`src/rtl/core/stun_binding_response_builder_defines.svh`:
```
// assertion macros shared by the stun response builder rtl
`ifndef STUN_BINDING_RESPONSE_BUILDER_DEFINES_SVH
`define STUN_BINDING_RESPONSE_BUILDER_DEFINES_SVH
// clocked implication check, disabled while reset is high
`define SBRB_ASSERT_IMPL(label, clk, rst, ante, cons, msg) \
   label: assert property (@(posedge clk) disable iff (rst) (ante) |-> (cons)) else $error(msg);
// next-cycle implication check
`define SBRB_ASSERT_NEXT(label, clk, rst, ante, cons, msg) \
   label: assert property (@(posedge clk) disable iff (rst) (ante) |=> (cons)) else $error(msg);
`endif

```
`src/rtl/core/sbrb_pkg.sv`:
```
// shared types, constants and functions of the stun response builder
`default_nettype none
package sbrb_pkg;
   localparam int KEY_BYTES_MAX = 48;
   localparam int KEY_REGS = KEY_BYTES_MAX / 8;
   localparam logic [31:0] COOKIE = 32'h2112A442;
   localparam logic [15:0] PORT_XOR = 16'h2112;
   localparam logic [31:0] FP_XOR = 32'h5354554E;
   localparam logic [31:0] CRC_POLY = 32'hEDB88320;
   localparam logic [2:0] CSR_KEY_LEN = 3'(KEY_REGS);
   localparam logic [159:0] SHA1_IV = 160'h67452301EFCDAB8998BADCFE10325476C3D2E1F0;

   typedef struct packed {
      logic [31:0] transaction_id_high;
      logic [63:0] transaction_id_low;
      logic [31:0] mapped_address;
      logic [15:0] peer_port;
   } req_type;

   typedef struct packed {
      logic [63:0] response_word;
      logic [2:0]  word_index;
      logic        last_word;
   } rsp_type;

   typedef enum logic [2:0] {
      ST_IDLE, ST_LOAD, ST_ROUND, ST_FOLD, ST_CRC, ST_OUT
   } state_type;

   // control from sequencer to the sha-1 round unit
   typedef struct packed {
      logic       init;   // load chaining value with sha-1 iv
      logic       start;  // load working vars from chaining value, or from the iv with init
      logic       round;  // one round
      logic       fold;   // add working vars into chaining value
      logic [6:0] rnd;    // round number
   } sha_ctl_type;

   function automatic logic [31:0] rotl(input logic [31:0] v, input int n);
      rotl = (v << n) | (v >> (32 - n));
   endfunction
endpackage
`default_nettype wire

```
`src/rtl/core/sbrb_sha1.sv`:
```
// sha-1 compression unit: one round per cycle while ctl.round is set, over a 16-word schedule window
`default_nettype none
module sbrb_sha1 (
   input  wire logic                 clock,
   input  wire sbrb_pkg::sha_ctl_type ctl,
   input  wire logic [511:0]         block_in,
   output logic [159:0]              digest
);
   logic [159:0] h_ff, h_in;
   logic [31:0] a_ff, b_ff, c_ff, d_ff, e_ff;
   logic [31:0] a_in, b_in, c_in, d_in, e_in;
   logic [511:0] w_ff, w_in;
   logic [31:0] f, k, wt, wnew;

   always_comb begin
      wt = w_ff[511:480];
      wnew = sbrb_pkg::rotl(w_ff[95:64] ^ w_ff[255:224] ^ w_ff[447:416] ^ w_ff[511:480], 1);
      priority if (ctl.rnd < 7'd20) begin
         f = (b_ff & c_ff) | (~b_ff & d_ff); k = 32'h5A827999;
      end else if (ctl.rnd < 7'd40) begin
         f = b_ff ^ c_ff ^ d_ff; k = 32'h6ED9EBA1;
      end else if (ctl.rnd < 7'd60) begin
         f = (b_ff & c_ff) | (b_ff & d_ff) | (c_ff & d_ff); k = 32'h8F1BBCDC;
      end else begin
         f = b_ff ^ c_ff ^ d_ff; k = 32'hCA62C1D6;
      end
      h_in = h_ff; a_in = a_ff; b_in = b_ff; c_in = c_ff; d_in = d_ff; e_in = e_ff;
      w_in = w_ff;
      if (ctl.init)
         h_in = sbrb_pkg::SHA1_IV;
      if (ctl.start) begin
         {a_in, b_in, c_in, d_in, e_in} = ctl.init ? sbrb_pkg::SHA1_IV : h_ff;
         w_in = block_in;
      end
      if (ctl.round) begin
         a_in = sbrb_pkg::rotl(a_ff, 5) + f + e_ff + k + wt;
         b_in = a_ff; c_in = sbrb_pkg::rotl(b_ff, 30); d_in = c_ff; e_in = d_ff;
         w_in = {w_ff[479:0], wnew};
      end
      if (ctl.fold)
         h_in = {h_ff[159:128] + a_ff, h_ff[127:96] + b_ff, h_ff[95:64] + c_ff,
                 h_ff[63:32] + d_ff, h_ff[31:0] + e_ff};
   end

   always_ff @(posedge clock) begin
      h_ff <= h_in; w_ff <= w_in;
      a_ff <= a_in; b_ff <= b_in; c_ff <= c_in; d_ff <= d_in; e_ff <= e_in;
   end

   assign digest = h_ff;
endmodule
`default_nettype wire

```
`src/rtl/core/stun_binding_response_builder.sv`:
```
// top level: stun binding success response builder with hmac-sha1 and crc-32
//
//  channel | dir | handshake          | payload
//  req     | in  | req_valid/ready    | sbrb_pkg::req_type
//  rsp     | out | rsp_valid/ready    | sbrb_pkg::rsp_type, eight beats per request
//  csr     | in  | csr_write          | csr_index, csr_wdata
//
// one request takes four sha-1 passes (load, 80 rounds, fold each), then a bit-serial
// crc over 448 bits and eight output beats
// reset clears the sequencer and the key registers
// a stalled rsp beat holds until taken; no request is taken until the last beat is gone
`default_nettype none
`include "stun_binding_response_builder_defines.svh"
module stun_binding_response_builder (
   input  wire logic             clock,
   input  wire logic             reset,
   input  wire logic             req_valid,
   output logic                  req_ready,
   input  wire sbrb_pkg::req_type req_data,
   output logic                  rsp_valid,
   input  wire logic             rsp_ready,
   output sbrb_pkg::rsp_type     rsp_data,
   input  wire logic             csr_write,
   input  wire logic [2:0]       csr_index,
   input  wire logic [63:0]      csr_wdata
);
   // key store
   logic [63:0] key_ff [sbrb_pkg::KEY_REGS];
   logic [5:0]  klen_ff;

   always_ff @(posedge clock) begin
      if (reset) begin
         for (int i = 0; i < sbrb_pkg::KEY_REGS; i++) key_ff[i] <= '0;
         klen_ff <= '0;
      end else if (csr_write) begin
         if (csr_index < 3'(sbrb_pkg::KEY_REGS)) key_ff[csr_index] <= csr_wdata;
         else if (csr_index == sbrb_pkg::CSR_KEY_LEN) klen_ff <= csr_wdata[5:0];
      end
   end

   // zero-padded 64-byte key, bytes at or past the saturated length cleared
   logic [511:0] key_blk;
   logic [sbrb_pkg::KEY_REGS*64-1:0] key_cat;
   logic [5:0]   klen_eff;
   always_comb begin
      klen_eff = (klen_ff > 6'(sbrb_pkg::KEY_BYTES_MAX)) ? 6'(sbrb_pkg::KEY_BYTES_MAX) : klen_ff;
      for (int j = 0; j < sbrb_pkg::KEY_REGS; j++)
         key_cat[sbrb_pkg::KEY_REGS*64 - 1 - 64*j -: 64] = key_ff[j];
      key_blk = '0;
      for (int i = 0; i < sbrb_pkg::KEY_BYTES_MAX; i++)
         if (6'(i) < klen_eff)
            key_blk[511 - 8*i -: 8] = key_cat[sbrb_pkg::KEY_REGS*64 - 1 - 8*i -: 8];
   end

   // response buffer, bytes 0..63 from msb
   logic [511:0] r_ff, r_in;
   sbrb_pkg::state_type state_ff, state_in;
   logic [1:0] phase_ff, phase_in;   // which of the four compressions
   logic [6:0] rnd_ff, rnd_in;
   logic [8:0] bit_ff, bit_in;       // crc bit counter
   logic [8:0] crc_pos;              // buffer bit under the crc, lsb of each byte first
   logic [31:0] crc_ff, crc_in;
   logic [2:0] widx_ff, widx_in;
   logic [8:0] word_msb;
   logic [159:0] inner_ff, inner_in;
   sbrb_pkg::sha_ctl_type ctl;
   logic [511:0] sha_blk;
   logic [159:0] digest;
   logic rsp_last_beat;

   sbrb_sha1 u_sha (.clock(clock), .ctl(ctl), .block_in(sha_blk), .digest(digest));

   always_comb begin
      unique case (phase_ff)
         2'd0: sha_blk = key_blk ^ {64{8'h36}};
         2'd1: sha_blk = {r_ff[511:256], 8'h80, 216'h0, 32'd768};
         2'd2: sha_blk = key_blk ^ {64{8'h5C}};
         default: sha_blk = {inner_ff, 8'h80, 312'h0, 32'd672};
      endcase
   end

   // next state
   always_comb begin
      state_in = state_ff;
      unique case (state_ff)
         sbrb_pkg::ST_IDLE:  if (req_valid) state_in = sbrb_pkg::ST_LOAD;
         sbrb_pkg::ST_LOAD:  state_in = sbrb_pkg::ST_ROUND;
         sbrb_pkg::ST_ROUND: if (rnd_ff == 7'd79) state_in = sbrb_pkg::ST_FOLD;
         sbrb_pkg::ST_FOLD:  state_in = (phase_ff == 2'd3) ? sbrb_pkg::ST_CRC : sbrb_pkg::ST_LOAD;
         sbrb_pkg::ST_CRC:   if (bit_ff == 9'd447) state_in = sbrb_pkg::ST_OUT;
         sbrb_pkg::ST_OUT:   if (rsp_ready && widx_ff == 3'd7) state_in = sbrb_pkg::ST_IDLE;
         default:            state_in = sbrb_pkg::ST_IDLE;
      endcase
   end

   // outputs and datapath control
   always_comb begin
      ctl = '0;
      ctl.rnd = rnd_ff;
      r_in = r_ff; phase_in = phase_ff; rnd_in = rnd_ff; bit_in = bit_ff;
      crc_in = crc_ff; widx_in = widx_ff; inner_in = inner_ff;
      req_ready = 1'b0; rsp_valid = 1'b0;
      crc_pos = 9'd504 - {bit_ff[8:3], 3'b000} + {6'd0, bit_ff[2:0]};
      unique case (state_ff)
         sbrb_pkg::ST_IDLE: begin
            req_ready = 1'b1;
            phase_in = '0; widx_in = '0; bit_in = '0; crc_in = '1;
            // header length 36 for the mac pass
            r_in = {16'h0101, 16'd36, sbrb_pkg::COOKIE, req_data.transaction_id_high,
                    req_data.transaction_id_low, 32'h00200008, 16'h0001,
                    req_data.peer_port ^ sbrb_pkg::PORT_XOR,
                    req_data.mapped_address ^ sbrb_pkg::COOKIE, 256'h0};
         end
         sbrb_pkg::ST_LOAD: begin
            // inner and outer hash each start from the iv
            ctl.init = ~phase_ff[0];
            ctl.start = 1'b1; rnd_in = '0;
            // inner digest still sits in the chaining value here
            if (phase_ff == 2'd2) inner_in = digest;
         end
         sbrb_pkg::ST_ROUND: begin
            ctl.round = 1'b1; rnd_in = rnd_ff + 7'd1;
         end
         sbrb_pkg::ST_FOLD: begin
            ctl.fold = 1'b1;
            phase_in = phase_ff + 2'd1;
         end
         sbrb_pkg::ST_CRC: begin
            // mac attribute and final length go in before the crc reaches them
            if (bit_ff == 9'd0) begin
               r_in[487:480] = 8'd44;
               r_in[255:224] = 32'h00080014;
               r_in[223:64] = digest;
            end
            crc_in = (crc_ff >> 1) ^
                     (((crc_ff[0] ^ r_ff[crc_pos]) == 1'b1) ? sbrb_pkg::CRC_POLY : 32'h0);
            bit_in = bit_ff + 9'd1;
            if (bit_ff == 9'd447) begin
               r_in[31:0] = ~crc_in ^ sbrb_pkg::FP_XOR;
               r_in[63:32] = 32'h80280004;
            end
         end
         sbrb_pkg::ST_OUT: begin
            rsp_valid = 1'b1;
            if (rsp_ready) widx_in = widx_ff + 3'd1;
         end
         default: ;
      endcase
   end

   always_ff @(posedge clock) begin
      if (reset) begin
         state_ff <= sbrb_pkg::ST_IDLE;
      end else begin
         state_ff <= state_in;
      end
      phase_ff <= phase_in; rnd_ff <= rnd_in; bit_ff <= bit_in; crc_ff <= crc_in;
      widx_ff <= widx_in;
      r_ff <= r_in; inner_ff <= inner_in;
   end

   // word k starts at bit 511 - 64k
   assign word_msb = {~widx_ff, 6'h3F};
   assign rsp_data.response_word = r_ff[word_msb -: 64];
   assign rsp_data.word_index = widx_ff;
   assign rsp_data.last_word = (widx_ff == 3'd7);
   assign rsp_last_beat = rsp_valid && rsp_ready && rsp_data.last_word;

   `SBRB_ASSERT_IMPL(a_no_overlap, clock, reset, rsp_valid, !req_ready, "ready while emitting")
   `SBRB_ASSERT_NEXT(a_last_ends, clock, reset, rsp_last_beat, req_ready, "no return to idle")
   `SBRB_ASSERT_IMPL(a_round_range, clock, reset, state_ff == sbrb_pkg::ST_ROUND, rnd_ff < 7'd80, "round overrun")
endmodule
`default_nettype wire
```
`config.mk`:
```
export PLATFORM = sky130hd
export DESIGN_NAME = stun_binding_response_builder
export DESIGN_NICKNAME = d
export VERILOG_FILES = /design/src/rtl/core/sbrb_pkg.sv /design/src/rtl/core/sbrb_sha1.sv /design/src/rtl/core/stun_binding_response_builder.sv
export VERILOG_INCLUDE_DIRS = /design/src /design/src/rtl/core
export SDC_FILE = /design/constraint.sdc
export NUM_CORES = 2
export LEC_CHECK = 0
export BUFFER_PORTS_ARGS = -buffer_cell sky130_fd_sc_hd__buf_2
export CORE_MARGIN = 5
export CORE_UTILIZATION = 40
export CTS_CLUSTER_SIZE = 24
export DETAILED_ROUTE_END_ITERATION = 10
export HOLD_SLACK_MARGIN = 0.1
export PLACE_DENSITY = 0.52
export SYNTH_ARGS = -nofsm -noshare
export SYNTH_HDL_FRONTEND = slang
export SYNTH_HIERARCHICAL = 1
export SYNTH_SLANG_ARGS = --single-unit
```
`constraint.sdc`:
```
create_clock -name clock -period 28.9 [get_ports clock]
set_clock_uncertainty 0.15 [all_clocks]
set_input_delay 5.78 -clock clock [delete_from_list [all_inputs] [get_ports clock]]
set_output_delay 5.78 -clock clock [all_outputs]
set_load 0.01 [all_outputs]
```
==> impl_metrics.yaml <==
routing:
  finalWirelength_um: 404100
  vias_per_cell: 6.114
  routedWlPerCell_um: 35.43
  vias: 69750
  dr.pass1.iters: 8
  ant_nets: 0
  drt_iter0_drc: 9199
  drc: 0
die:
  die_h_um: 492.3
  initial_core_util_pct: 40.09
  num_rows: 177
  core_region_area_um2: 232100
  ios: 286
  die-area_um2: 242300
  die_width_um: 492.3
worst_setup_path:
  crit_required_ps: 22970
  cp_max_fo: 54
  crit_slowest_cell: "buf_4"
  cp-end-kind: "primary output"
  crit_family: "buffers and inverters"
  cp.arrival_ps: 3540
  max_stage_delay_ps: 700
  reg2reg_depth: 22
  crit_buf_inv: 4
  cp_num_cells: 7
  start_kind: "register"
  crit_chain: "buf_4, buf_4, nor2_2, buf_4, a221oi_1, nor2_1, buf_2"
  critPathKind: "register to primary output"
  path_common_cell: "buf_4"
worst_hold_path:
  min_path_type: "register to register"
  min_path_cells: 2
cells_and_area:
  syn2layout_area_growth_pct: 12.46
  final_nets: 8686
  nFillCells: 21640
  final_cells: 11410
  drive_gt1_share_pct: 16.99
yosys:
  yosysMostFrequentCell: "edfxtp_1"
  synth_area_leaders: "edfxtp_1 52%, mux2_2 6.7%, dfxtp_1 3.6%"
  syn_area_per_cell_um2: 11.62
  ys_seq_area_share_pct: 55.54
  synth-edff-count: 1608
  synth-main-ff-cell: "edfxtp_1"
  ys_warn_count: 6
  syn_inst: 8005
  ys_types: 87
  async_flop_share_pct: 0
  synth_top_area_share_pct: 51.90
  synth_area_leader_cell: "edfxtp_1"
  synthTopCellsByCount: "1608 x edfxtp_1, 803 x nand2_1, 612 x nor2_1"
  ys_ff_latch: 1777
  synth_area_um2: 93040
sta:
  drv_slew: 0
  tightest_slew_ps: 1269
  period_minus_slack_ps: 9466
  period_share_pct: 32.76
  setup_viol: 0
  setup_ws_ps: 19430
  slew_headroom_pct: 14.90
  rsz0062_at_grt: "false"
  hold_viol: 0
  fin_setup_tns_ps: 0
  fmax_ghz: 0.1056
pwr:
  irDropWorstVdd_uv: 129.0
  total_power_uw: 13270
  power_density_nw_per_um2: 126.8
  p_leak_uw: 0.03931
clock_network:
  insertion_delay_ps: 870
  cts_hold_buf: 0
  postCtsSetupBuffers: 0
  cts_tree: "built"
  cts_sinks: 1777
  cts.repair.resized: 0
  path_clk_slew_ps: 60
  cts.root.buffer_cell: "clkbuf_16"
  cts_max_path_buffers: 3
  numCtsBuffers: 198
  ctsHtreeMaxLevel: 4
global_routing:
  track_usage_pct: 32.23
  grt_overflow: 0
  antenna_found_initial: 62
  grt_first_pass_wirelength_um: 544300
  grt_pass1_vias: 65470
  grt_max_degree: 168
place:
  routabilityCongestion: 0.9855
  numPortBuffers: 285
  post-place-ws_ps: 20090
  dpl.hpwl_um: 295800
  placedCellCount: 10980
status:
  status: "finished, final reports clean"
run:
  maxCapViolCount: 0
tightest hold or removal path, stage by stage, from the launching register on:
cell,delay (ps)
edfxtp_1,320
nor2_1,50
inv_1,40
area by class of cell:
cell class / instances / area (µm²) / area share (%)
Antenna cell: 53 / 132.6 / 0.1268
Inverter: 480 / 1822 / 1.741
Tap cell: 3043 / 3807 / 3.639
Clock inverter: 127 / 1615 / 1.544
Clock buffer: 245 / 5266 / 5.034
Multi-Input combinational cell: 5280 / 37940 / 36.26
Timing Repair Buffer: 402 / 2367 / 2.263
Sequential cell: 1777 / 51670 / 49.39
cell usage in the layout (no fill, tap or decap), types with 24 or more instances in the layout:
master        n
edfxtp_1   1608
nand2_1     801
nor2_1      606
a21oi_1     588
mux2_2      552
inv_1       466
buf_2       285
o21ai_0     273
and3_1      236
xnor2_1     209
ha_1        202
clkbuf_16   202
mux2i_1     193
nor3_1      192
dfxtp_1     168
nand3_1     161
fa_1        125
a21o_1      120
buf_4       112
a211oi_1     96
mux4_2       91
xor2_1       70
nand2b_1     59
o21ai_1      57
diode_2      53
a221oi_1     52
o21a_1       41
clkinv_1     39
o22ai_1      38
clkbuf_1     38
clkinv_2     37
nor2b_1      35
a31oi_1      34
or3_1        30
bufinv_16    30
conb_1       30
o21bai_1     26
and2_1       24
logic make-up (layout without fill, tap and decap cells):
group	Yosys count	in the layout	share of synthesized area [%]
AOI/OAI and AO/OA	1570	1570	10.59
adders and majority gates	331	331	5.460
buffers and inverters	977	1254	4.008
DFF	1777	1777	55.54
and+or+nand+nor	2234	2234	10.82
other	1	83	0.004031
muxes	836	836	10.96
xor gates and xnor gates	279	279	2.626
registers in the layout (all words and copies together), names as in the netlist:
signal        flops
u_sha/w_ff      512
key_ff          384
r_ff            339
inner_ff        160
u_sha/digest    160
crc_ff           32
u_sha/a_ff       32
u_sha/b_ff       32
u_sha/c_ff       32
u_sha/d_ff       32
u_sha/e_ff       32
bit_ff            9
rnd_ff            7
klen_ff           6
state_ff          3
widx_ff           3
phase_ff          2
where the power goes:
group	internal, µW	leakage, µW	switching, µW
sequential	3640	0.0168	964
combinational	2370	0.0192	3580
clock	1570	0.00332	1140
total	7580	0.0393	5690
metrics by stage:
| step | cell area [µm²] | utilization (%) | hold slack, ps |
|---|---|---|---|
| after global routing | 104500 | 45.03 | 366.8 |
| after detailed placement | 97610 | 42.06 | 351.8 |
| final | 104600 | 45.08 | 364.2 |
| after CTS | 104500 | 45.02 | 368.7 |
| after floorplan | 93150 | - | 293.2 |
| after global placement | 97610 | 42.06 | 339.1 |
metal layers:
layer  global-route usage (%)  vias to the layer above  part of all wire, %  routed length, µm
met2                    48.40                     3787                   44             178300
li1                         -                    29560                    -                  -
met5                        0                        -                0.011                 46
met3                    7.392                      750                  9.5              38430
met1                    43.38                    35640                   40             162400
met4                    17.53                        8                  6.2              24960
worst paths after layout:
path,from,endpoint,slack (ps)
max reg2reg,rnd_ff[4],u_sha/a_ff[31],20410
max,widx_ff[1],rsp_data[61],19430
min,crc_ff[8],crc_ff[7],360
min reg2reg,crc_ff[8],crc_ff[7],360
Power figures use the tool's default switching activity.
